`src/design/msr_pkg.sv`:
```
// Shared types, constants and helper functions for the masked stream reduction block.
`timescale 1ns / 1ps

package msr_pkg;

  // Field and bus widths
  localparam int unsigned SAMPLE_W    = 32;
  localparam int unsigned MASK_W      = 32;
  localparam int unsigned ACC_W       = 64;
  localparam int unsigned OUT_POS_W   = 17;
  localparam int unsigned OUT_CNT_W   = 17;
  localparam int unsigned MODE_W      = 4;
  localparam int unsigned IN_TDATA_W  = 64;
  localparam int unsigned OUT_FIELD_W = ACC_W + OUT_POS_W + OUT_CNT_W;
  localparam int unsigned OUT_TDATA_W = ((OUT_FIELD_W + 7) / 8) * 8;
  localparam int unsigned OUT_PAD_W   = OUT_TDATA_W - OUT_FIELD_W;
  localparam int unsigned CFG_IDX_W   = 2;
  localparam int unsigned CFG_DATA_W  = 32;

  localparam int unsigned DEFAULT_MAX_SAMPLES = 65536;

  // Register reset values
  localparam logic [MODE_W-1:0] RESET_MODE   = 4'd0;
  localparam logic [MASK_W-1:0] RESET_MASK   = 32'd1;
  localparam logic              RESET_FILTER = 1'b1;

  // Extreme accumulator values
  localparam logic signed [ACC_W-1:0] ACC_MAX = {1'b0, {(ACC_W-1){1'b1}}};
  localparam logic signed [ACC_W-1:0] ACC_MIN = {1'b1, {(ACC_W-1){1'b0}}};

  typedef enum logic [MODE_W-1:0] {
    MODE_SUM    = 4'd0,
    MODE_SUMSQ  = 4'd1,
    MODE_SUMABS = 4'd2,
    MODE_MIN    = 4'd3,
    MODE_MAX    = 4'd4,
    MODE_AVE    = 4'd5,
    MODE_AVESQ  = 4'd6,
    MODE_AVEABS = 4'd7,
    MODE_MAXABS = 4'd8,
    MODE_MINABS = 4'd9
  } mode_e;

  typedef enum logic [CFG_IDX_W-1:0] {
    REG_REDUCE_MODE     = 2'd0,
    REG_GROUP_MASK      = 2'd1,
    REG_FILTER_BY_GROUP = 2'd2
  } cfg_reg_e;

  typedef enum logic [2:0] {
    ST_IDLE,
    ST_ACC,
    ST_FIN,
    ST_DIV,
    ST_EMIT
  } state_e;

  // Controller to datapath commands
  typedef struct packed {
    logic capture;
    logic update;
    logic div_start;
    logic load_out;
  } cmd_t;

  // Datapath to controller status
  typedef struct packed {
    logic last;
    logic need_div;
    logic div_done;
    logic out_full;
  } status_t;

  // Unused mode codes behave as sum
  function automatic mode_e eff_mode(input logic [MODE_W-1:0] m);
    mode_e r;
    if (m > MODE_MINABS) begin
      r = MODE_SUM;
    end else begin
      r = mode_e'(m);
    end
    return r;
  endfunction

  function automatic logic signed [ACC_W-1:0] start_value(input mode_e m);
    logic signed [ACC_W-1:0] r;
    unique case (m)
      MODE_MIN, MODE_MINABS: r = ACC_MAX;
      MODE_MAX:              r = ACC_MIN;
      default:               r = '0;
    endcase
    return r;
  endfunction

  function automatic logic is_avg(input mode_e m);
    return (m == MODE_AVE) || (m == MODE_AVESQ) || (m == MODE_AVEABS);
  endfunction

  function automatic logic is_minmax(input mode_e m);
    return (m == MODE_MIN) || (m == MODE_MAX) || (m == MODE_MAXABS) || (m == MODE_MINABS);
  endfunction

endpackage

```
`src/design/msr_ctrl.sv`:
```
// Controller state machine sequencing capture, accumulate, divide and emit.
`timescale 1ns / 1ps

module msr_ctrl (
  input  logic             clk_i,
  input  logic             rst_ni,
  input  logic             in_valid_i,
  input  msr_pkg::status_t status_i,
  output logic             in_ready_o,
  output msr_pkg::cmd_t    cmd_o
);

  msr_pkg::state_e state_q, state_d;

  // State register
  always_ff @(posedge clk_i or negedge rst_ni) begin
    if (!rst_ni) begin
      state_q <= msr_pkg::ST_IDLE;
    end else begin
      state_q <= state_d;
    end
  end

  // Next state
  always_comb begin
    state_d = state_q;
    unique case (state_q)
      msr_pkg::ST_IDLE: begin
        if (in_valid_i) state_d = msr_pkg::ST_ACC;
      end
      msr_pkg::ST_ACC: begin
        state_d = status_i.last ? msr_pkg::ST_FIN : msr_pkg::ST_IDLE;
      end
      msr_pkg::ST_FIN: begin
        state_d = status_i.need_div ? msr_pkg::ST_DIV : msr_pkg::ST_EMIT;
      end
      msr_pkg::ST_DIV: begin
        if (status_i.div_done) state_d = msr_pkg::ST_EMIT;
      end
      msr_pkg::ST_EMIT: begin
        if (!status_i.out_full) state_d = msr_pkg::ST_IDLE;
      end
      default: state_d = msr_pkg::ST_IDLE;
    endcase
  end

  // Outputs
  always_comb begin
    in_ready_o        = (state_q == msr_pkg::ST_IDLE);
    cmd_o.capture     = (state_q == msr_pkg::ST_IDLE) && in_valid_i;
    cmd_o.update      = (state_q == msr_pkg::ST_ACC);
    cmd_o.div_start   = (state_q == msr_pkg::ST_FIN) && status_i.need_div;
    cmd_o.load_out    = (state_q == msr_pkg::ST_EMIT) && !status_i.out_full;
  end

endmodule

```
`src/design/msr_div.sv`:
```
// Restoring divider, one quotient bit per cycle, signed dividend truncated toward zero.
`timescale 1ns / 1ps

module msr_div #(
  parameter int unsigned DVS_W = 17
) (
  input  logic                              clk_i,
  input  logic                              rst_ni,
  input  logic                              start_i,
  input  logic signed [msr_pkg::ACC_W-1:0]  dividend_i,
  input  logic        [DVS_W-1:0]           divisor_i,
  output logic                              done_o,
  output logic signed [msr_pkg::ACC_W-1:0]  quotient_o
);

  localparam int unsigned CNT_W = $clog2(msr_pkg::ACC_W);

  logic [msr_pkg::ACC_W-1:0] quot_q, quot_d;
  logic [DVS_W-1:0]          rem_q, rem_d;
  logic [DVS_W-1:0]          dvs_q;
  logic [CNT_W-1:0]          cnt_q;
  logic                      busy_q, done_q, neg_q;
  logic [DVS_W:0]            rem_sh;
  logic [DVS_W:0]            rem_diff;
  logic                      fits;

  // One restoring step
  always_comb begin
    rem_sh   = {rem_q, quot_q[msr_pkg::ACC_W-1]};
    rem_diff = rem_sh - {1'b0, dvs_q};
    fits     = (rem_sh >= {1'b0, dvs_q});
    rem_d    = fits ? rem_diff[DVS_W-1:0] : rem_sh[DVS_W-1:0];
    quot_d   = {quot_q[msr_pkg::ACC_W-2:0], fits};
  end

  // Control
  always_ff @(posedge clk_i or negedge rst_ni) begin
    if (!rst_ni) begin
      busy_q <= 1'b0;
      done_q <= 1'b0;
      cnt_q  <= '0;
    end else begin
      done_q <= 1'b0;
      if (start_i) begin
        busy_q <= 1'b1;
        cnt_q  <= '0;
      end else if (busy_q) begin
        cnt_q <= cnt_q + 1'b1;
        if (cnt_q == CNT_W'(msr_pkg::ACC_W - 1)) begin
          busy_q <= 1'b0;
          done_q <= 1'b1;
        end
      end
    end
  end

  // Operands and partial results
  always_ff @(posedge clk_i) begin
    if (start_i) begin
      quot_q <= dividend_i[msr_pkg::ACC_W-1] ? (~dividend_i + 1'b1) : dividend_i;
      rem_q  <= '0;
      dvs_q  <= divisor_i;
      neg_q  <= dividend_i[msr_pkg::ACC_W-1];
    end else if (busy_q) begin
      quot_q <= quot_d;
      rem_q  <= rem_d;
    end
  end

  assign done_o     = done_q;
  assign quotient_o = neg_q ? $signed(~quot_q + 1'b1) : $signed(quot_q);

endmodule

```
`src/design/msr_datapath.sv`:
```
// Datapath: config registers, sample capture, saturating accumulator, winner tracking, output register.
`timescale 1ns / 1ps

module msr_datapath #(
  parameter int unsigned MAX_SAMPLES = msr_pkg::DEFAULT_MAX_SAMPLES
) (
  input  logic                                clk_i,
  input  logic                                rst_ni,
  input  logic                                cfg_we_i,
  input  logic [msr_pkg::CFG_IDX_W-1:0]       cfg_index_i,
  input  logic [msr_pkg::CFG_DATA_W-1:0]      cfg_wdata_i,
  input  logic [msr_pkg::IN_TDATA_W-1:0]      in_data_i,
  input  logic                                in_last_i,
  input  logic                                out_ready_i,
  output logic                                out_valid_o,
  output logic [msr_pkg::OUT_TDATA_W-1:0]     out_data_o,
  input  msr_pkg::cmd_t                       cmd_i,
  output msr_pkg::status_t                    status_o
);

  localparam int unsigned PW = $clog2(MAX_SAMPLES);
  localparam int unsigned CW = $clog2(MAX_SAMPLES + 1);
  localparam int unsigned AW = msr_pkg::ACC_W;
  localparam int unsigned SW = msr_pkg::SAMPLE_W;

  // Configuration registers
  logic [msr_pkg::MODE_W-1:0] mode_q;
  logic [msr_pkg::MASK_W-1:0] mask_q;
  logic                       filter_q;
  msr_pkg::mode_e             mode;

  // Captured sample
  logic signed [SW-1:0]  samp_q;
  logic        [SW-1:0]  mag_q;
  logic        [AW-1:0]  sq_q;
  logic                  incl_q;
  logic                  last_q;
  logic signed [SW-1:0]  in_samp;
  logic        [SW-1:0]  in_mag;

  // Run state
  logic signed [AW-1:0]  acc_q, acc_d;
  logic        [PW-1:0]  pos_q, pos_d;
  logic        [CW-1:0]  cnt_q, cnt_d;
  logic        [PW-1:0]  best_q, best_d;
  logic                  best_vld_q, best_vld_d;

  // Update terms
  logic signed [AW-1:0]  v_ext, mag_ext, addend, sat_sum, cand;
  logic signed [AW:0]    sum_wide;
  logic                  better;

  // Output register
  logic                              out_valid_q;
  logic signed [AW-1:0]              res_q;
  logic [msr_pkg::OUT_POS_W-1:0]     win_q;
  logic [msr_pkg::OUT_CNT_W-1:0]     tot_q;

  logic                  need_div;
  logic                  div_done;
  logic signed [AW-1:0]  div_quot;

  assign mode = msr_pkg::eff_mode(mode_q);

  // Config writes; unknown index is ignored
  always_ff @(posedge clk_i or negedge rst_ni) begin
    if (!rst_ni) begin
      mode_q   <= msr_pkg::RESET_MODE;
      mask_q   <= msr_pkg::RESET_MASK;
      filter_q <= msr_pkg::RESET_FILTER;
    end else if (cfg_we_i) begin
      case (cfg_index_i)
        msr_pkg::REG_REDUCE_MODE:     mode_q   <= cfg_wdata_i[msr_pkg::MODE_W-1:0];
        msr_pkg::REG_GROUP_MASK:      mask_q   <= cfg_wdata_i[msr_pkg::MASK_W-1:0];
        msr_pkg::REG_FILTER_BY_GROUP: filter_q <= cfg_wdata_i[0];
        default: ;
      endcase
    end
  end

  // Capture: magnitude and registered square of the incoming sample
  assign in_samp = $signed(in_data_i[SW-1:0]);
  assign in_mag  = in_samp[SW-1] ? (~in_data_i[SW-1:0] + 1'b1) : in_data_i[SW-1:0];

  always_ff @(posedge clk_i) begin
    if (cmd_i.capture) begin
      samp_q <= in_samp;
      mag_q  <= in_mag;
      sq_q   <= in_mag * in_mag;
      incl_q <= !filter_q || ((in_data_i[SW +: msr_pkg::MASK_W] & mask_q) != '0);
    end
  end

  always_ff @(posedge clk_i or negedge rst_ni) begin
    if (!rst_ni) begin
      last_q <= 1'b0;
    end else if (cmd_i.capture) begin
      last_q <= in_last_i;
    end
  end

  // Addend and saturating add
  always_comb begin
    v_ext   = {{(AW-SW){samp_q[SW-1]}}, samp_q};
    mag_ext = {{(AW-SW){1'b0}}, mag_q};
    unique case (mode)
      msr_pkg::MODE_SUMSQ, msr_pkg::MODE_AVESQ:   addend = {16'd0, sq_q[AW-1:16]};
      msr_pkg::MODE_SUMABS, msr_pkg::MODE_AVEABS: addend = mag_ext;
      default:                                    addend = v_ext;
    endcase
    sum_wide = {acc_q[AW-1], acc_q} + {addend[AW-1], addend};
    if (sum_wide[AW] != sum_wide[AW-1]) begin
      sat_sum = sum_wide[AW] ? msr_pkg::ACC_MIN : msr_pkg::ACC_MAX;
    end else begin
      sat_sum = sum_wide[AW-1:0];
    end
  end

  // Compare for the extreme modes; only strictly better samples win
  always_comb begin
    unique case (mode)
      msr_pkg::MODE_MIN: begin
        cand   = v_ext;
        better = (v_ext < acc_q);
      end
      msr_pkg::MODE_MAX: begin
        cand   = v_ext;
        better = (v_ext > acc_q);
      end
      msr_pkg::MODE_MAXABS: begin
        cand   = mag_ext;
        better = (mag_ext > acc_q);
      end
      msr_pkg::MODE_MINABS: begin
        cand   = mag_ext;
        better = (mag_ext < acc_q);
      end
      default: begin
        cand   = sat_sum;
        better = 1'b1;
      end
    endcase
  end

  // Run state next values
  always_comb begin
    acc_d      = acc_q;
    pos_d      = pos_q;
    cnt_d      = cnt_q;
    best_d     = best_q;
    best_vld_d = best_vld_q;
    priority if (cfg_we_i && (cfg_index_i == msr_pkg::REG_REDUCE_MODE)) begin
      acc_d      = msr_pkg::start_value(msr_pkg::eff_mode(cfg_wdata_i[msr_pkg::MODE_W-1:0]));
      pos_d      = '0;
      cnt_d      = '0;
      best_vld_d = 1'b0;
    end else if (cmd_i.load_out) begin
      acc_d      = msr_pkg::start_value(mode);
      pos_d      = '0;
      cnt_d      = '0;
      best_vld_d = 1'b0;
    end else if (cmd_i.update) begin
      if (incl_q) begin
        if (better) begin
          acc_d = cand;
          if (msr_pkg::is_minmax(mode)) begin
            best_d     = pos_q;
            best_vld_d = 1'b1;
          end
        end
        if (cnt_q != CW'(MAX_SAMPLES)) cnt_d = cnt_q + 1'b1;
      end
      pos_d = (pos_q == PW'(MAX_SAMPLES - 1)) ? '0 : pos_q + 1'b1;
    end
  end

  always_ff @(posedge clk_i or negedge rst_ni) begin
    if (!rst_ni) begin
      acc_q      <= msr_pkg::start_value(msr_pkg::MODE_SUM);
      pos_q      <= '0;
      cnt_q      <= '0;
      best_q     <= '0;
      best_vld_q <= 1'b0;
    end else begin
      acc_q      <= acc_d;
      pos_q      <= pos_d;
      cnt_q      <= cnt_d;
      best_q     <= best_d;
      best_vld_q <= best_vld_d;
    end
  end

  // Average divide
  assign need_div = msr_pkg::is_avg(mode) && (cnt_q != '0);

  msr_div #(
    .DVS_W (CW)
  ) u_div (
    .clk_i      (clk_i),
    .rst_ni     (rst_ni),
    .start_i    (cmd_i.div_start),
    .dividend_i (acc_q),
    .divisor_i  (cnt_q),
    .done_o     (div_done),
    .quotient_o (div_quot)
  );

  // Output register
  always_ff @(posedge clk_i or negedge rst_ni) begin
    if (!rst_ni) begin
      out_valid_q <= 1'b0;
    end else if (cmd_i.load_out) begin
      out_valid_q <= 1'b1;
    end else if (out_ready_i) begin
      out_valid_q <= 1'b0;
    end
  end

  always_ff @(posedge clk_i) begin
    if (cmd_i.load_out) begin
      res_q <= need_div ? div_quot : acc_q;
      win_q <= (msr_pkg::is_minmax(mode) && best_vld_q) ? msr_pkg::OUT_POS_W'(best_q) : '1;
      tot_q <= msr_pkg::OUT_CNT_W'(cnt_q);
    end
  end

  assign out_valid_o = out_valid_q;
  assign out_data_o  = {{msr_pkg::OUT_PAD_W{1'b0}}, tot_q, win_q, res_q};

  // Status to controller
  always_comb begin
    status_o.last     = last_q;
    status_o.need_div = need_div;
    status_o.div_done = div_done;
    status_o.out_full = out_valid_q && !out_ready_i;
  end

endmodule

```
`src/design/masked_stream_reduction.sv`:
```
// Top level of the masked stream reduction block: controller plus datapath.
`timescale 1ns / 1ps

// Reduces a run of signed Q16.16 samples, filtered by group mask, to one saturated
// Q48.16 result with the winning sample position (min/max modes) and the included
// count, emitted when the sample marked tlast has been processed. Each sample is
// captured, with its square registered in the 32x32 multiplier, and then used to
// update the accumulator. After the last sample of a run the controller closes the
// run, in the average modes with a nonzero count runs the one-bit-per-cycle
// restoring divider, and then loads the output register. The output register lets
// the next run's samples flow in while a result waits to be taken.
// Writing reduce_mode restarts the run in progress.
module masked_stream_reduction #(
  parameter int unsigned MAX_SAMPLES = msr_pkg::DEFAULT_MAX_SAMPLES
) (
  input  logic                             clk_i,
  input  logic                             rst_ni,
  // Configuration write port
  input  logic                             cfg_we_i,
  input  logic [msr_pkg::CFG_IDX_W-1:0]    cfg_index_i,
  input  logic [msr_pkg::CFG_DATA_W-1:0]   cfg_wdata_i,
  // Sample stream
  input  logic                             s_axis_tvalid,
  output logic                             s_axis_tready,
  // [31:0] sample_value, [63:32] member_bits
  input  logic [msr_pkg::IN_TDATA_W-1:0]   s_axis_tdata,
  input  logic                             s_axis_tlast,
  // Result stream
  output logic                             m_axis_tvalid,
  input  logic                             m_axis_tready,
  // [63:0] reduced_value, [80:64] winner_position, [97:81] included_total, rest zero
  output logic [msr_pkg::OUT_TDATA_W-1:0]  m_axis_tdata
);

  msr_pkg::cmd_t    cmd;
  msr_pkg::status_t status;

  msr_ctrl u_ctrl (
    .clk_i      (clk_i),
    .rst_ni     (rst_ni),
    .in_valid_i (s_axis_tvalid),
    .status_i   (status),
    .in_ready_o (s_axis_tready),
    .cmd_o      (cmd)
  );

  msr_datapath #(
    .MAX_SAMPLES (MAX_SAMPLES)
  ) u_dp (
    .clk_i       (clk_i),
    .rst_ni      (rst_ni),
    .cfg_we_i    (cfg_we_i),
    .cfg_index_i (cfg_index_i),
    .cfg_wdata_i (cfg_wdata_i),
    .in_data_i   (s_axis_tdata),
    .in_last_i   (s_axis_tlast),
    .out_ready_i (m_axis_tready),
    .out_valid_o (m_axis_tvalid),
    .out_data_o  (m_axis_tdata),
    .cmd_i       (cmd),
    .status_o    (status)
  );

endmodule

```
`config.mk`:
```
export PLATFORM = sky130hd
export DESIGN_NAME = masked_stream_reduction
export DESIGN_NICKNAME = d
export VERILOG_FILES = /design/src/design/msr_pkg.sv /design/src/design/msr_ctrl.sv /design/src/design/msr_div.sv /design/src/design/msr_datapath.sv /design/src/design/masked_stream_reduction.sv
export SDC_FILE = /design/constraint.sdc
export NUM_CORES = 2
export LEC_CHECK = 0
export ABC_CLOCK_PERIOD_IN_PS = 18300
export BUFFER_PORTS_ARGS = -buffer_cell sky130_fd_sc_hd__buf_2
export CORE_AREA = 2 2 447 449
export CTS_BUF_LIST = sky130_fd_sc_hd__clkbuf_4 sky130_fd_sc_hd__clkbuf_8 sky130_fd_sc_hd__clkbuf_16
export CTS_CLUSTER_DIAMETER = 40
export DETAILED_ROUTE_END_ITERATION = 6
export DIE_AREA = 0 0 449 451
export MAX_ROUTING_LAYER = met4
export SETUP_SLACK_MARGIN = 0.15
export SLEW_MARGIN = 10
export SYNTH_ARGS = -nofsm -noshare
export SYNTH_HDL_FRONTEND = slang
export SYNTH_HIERARCHICAL = 1
export SYNTH_SLANG_ARGS = --single-unit
```
`constraint.sdc`:
```
create_clock -name clk_i -period 18.3 [get_ports clk_i]
set_clock_uncertainty 0.15 [all_clocks]
set_input_delay 1.83 -clock clk_i [delete_from_list [all_inputs] [get_ports clk_i]]
set_output_delay 1.83 -clock clk_i [all_outputs]
set_load 0.05 [all_outputs]
```
==> run summary <==
Buf+Inv Stages, Crit Path: 8
first-pass GRT wire length: 294.0 mm
H-tree levels: 3
synthesis warning total: 6
Die Width: 449 microns
Antenna Nets Post-Route: 0
layout cells sized above 1: 0.09298
Post-CTS Setup Inserts: 0
final setup vio count: 0
sequential area share after synthesis: 0.2236
largest fanout on the critical path: 23
post-layout min period: 13280 ps
max incr delay on CP: 950 ps
Total GRT Usage: 0.1945
Initial Util: 0.2982
critical path class: input pin to flip-flop
hold slack: 331.7 ps
vias per inst: 5.046
Max Freq: 0.07532 GHz
Critical path origin: s_axis_tdata[2]
commonest non-fill, non-tap cell in the layout: inv_1
PostCTS Resize Cnt: 0
Critical Path Source Type: input pin
drt wl/cell: 21.06 microns
FP Rows: 164
CTS buffer count: 72
R2R setup slack: 11190 ps
Area Overhead vs Synth: 11.43%
Post-Route WL: 193.1 mm
hold buffers post-CTS: 0
status: finished, final reports clean
Final #Nets: 7816
Synth Instances: 6311
Max-Cap Viols: 0
path depth of the worst reg2reg path: 19
CP arrival: 13520 ps
port bufs: 203
HP Class: flip-flop to flip-flop
DIE AREA: 0.2025 sq mm
Yosys cell types: 106
Crit. path cell count: 35
slew margin rel.: 0.08613
Hold Vio Cnt, Final: 0
synthesized cell area: 0.05911 sq mm
core area: 0.1982 sq mm
antenna violations before repair: 8
Pins Over Slew Limit: 0
Non-Filler Instances: 9167
Core Util, Final: 0.3323
post-detail-place hpwl: 154.3 mm
Clock Path Buffers: 3
R2R Path Start: u_dp/mode_q[0]
CP endpoint: u_dp/sq_q[61]
Initial DRC Count: 3921
via count: 46260
largest net degree at the start of global routing: 94
Synth Register Bits: 473
DRC violations left: 0
Syn Area/Cell: 9.366 sq um
DP Cell Count: 9030
R2R Path End: u_dp/acc_q[0]
WP data required: 18550 ps
TritonCTS Sinks: 473
post-route setup TNS: 0 ps
Tcrit/Tclk final: 0.7255
Slew @ Worst Pin: 1362 ps
Slowest-stage cell, CP: inv_1
Skew-Pair Late Insertion Delay: 670 ps
I/O Pins: 210
Root Buffer: clkbuf_16
CTS tree: built
Post-synth EDFFs: 292
clock transition at the registers of the reported paths: 50 ps
most common flop cell mapped by yosys: edfxtp_1
RSZ-0062 raised after global routing: false
routability cong.: 0.9874
Crit. End Element: flip-flop
GR Overflow Total: 0
commonest cells after routing, fill and taps aside: inv_1, fa_1, nand2_1
most frequent CP cell: fa_1
vias in the first global route: 47820
Synth async-reset ratio: 0.3467
Die H: 451 microns
Pre-antenna DRT Iters: 6
crit-path leading delay family: adder cells
==> worst min path at each step <==
stage / to / slack (ps) / cells past startpoint / from
2_1_floorplan: u_dp/u_div/rem_q[16] / 290 / 2 / u_dp/u_div/rem_q[16]
3_3_place_gp: u_dp/best_vld_q / 310 / 1 / u_dp/best_vld_q
3_5_place_dp: u_dp/best_vld_q / 320 / 1 / u_dp/best_vld_q
4_1_cts: u_dp/best_vld_q / 340 / 1 / u_dp/best_vld_q
5_1_grt: u_dp/best_vld_q / 360 / 1 / u_dp/best_vld_q
6_report: u_dp/best_vld_q / 330 / 1 / u_dp/best_vld_q
==> cells in the mapped netlist, drive strengths merged (25+ instances only) <==
cell / n / area share
o31ai: 99 / 0.013
a22oi: 50 / 0.0064
xnor2: 163 / 0.025
or4: 35 / 0.0050
clkbuf: 208 / 0.013
fa: 802 / 0.27
ha: 462 / 0.098
buf: 54 / 0.0050
a31oi: 54 / 0.0057
edfxtp: 292 / 0.15
nor4: 32 / 0.0037
o21a: 32 / 0.0041
or3: 30 / 0.0032
a21o: 124 / 0.016
inv: 1179 / 0.075
nor2: 505 / 0.032
nor3: 63 / 0.0061
or2: 35 / 0.0037
o21bai: 37 / 0.0047
nand4: 74 / 0.0079
mux2: 56 / 0.011
a211oi: 53 / 0.0068
and2: 25 / 0.0027
xor2: 152 / 0.023
nand3: 84 / 0.0071
a22o: 32 / 0.0047
o41ai: 35 / 0.0059
dfrtp: 162 / 0.069
nand2: 570 / 0.036
a21oi: 304 / 0.026
o21ai: 213 / 0.018
==> per-stage QoR <==
step                setup slack, ps  cell area, sq um
floorplan                      5983             59220
global placement               4566             63370
detailed placement             4456             63370
CTS                            5187             65850
global route                   4549             65860
finish                         5023             65860
==> cell families after synthesis <==
group,share of synthesized area
compound gates,0.1326
xor+xnor,0.04763
fa+ha+maj,0.3694
buf+inv,0.09375
flops,0.2236
mux,0.01236
other cells,0.0001271
simple gates,0.1206
==> sequential cells by signal, indices dropped and copies added (netlist names), 17 cells and up <==
name / count
u_dp/win_q: 17
u_dp/u_div/quot_q: 64
u_dp/mask_q: 32
u_dp/cnt_q: 17
u_dp/tot_q: 17
u_dp/acc_q: 64
u_dp/u_div/dvs_q: 17
u_dp/u_div/rem_q: 17
u_dp/sq_q: 48
u_dp/mag_q: 31
u_dp/samp_q: 32
u_dp/res_q: 64
==> per-layer routing <==
metal	wire length, microns	track usage	share of wire	up-vias
li1	-	-	-	21110
met3	11740	0.02468	0.061	369
met4	9667	0.08670	0.050	0
met5	0	-	0	-
met2	91980	0.3161	0.48	1682
met1	79710	0.2424	0.41	23090
==> area by class of cell <==
cell class / instances / area (sq um)
inverter: 1190 / 4469
antenna: 4 / 10.01
sequential: 473 / 13220
tap: 2656 / 3323
clock buffer: 83 / 1949
multi-input combinational: 4415 / 40640
fill: 20470 / 132400
clock inverter: 50 / 531.8
timing repair buffer: 296 / 1720
Power is not shown: default switching activity piles up to over one toggle a cycle in this logic, so the estimate is an artifact.
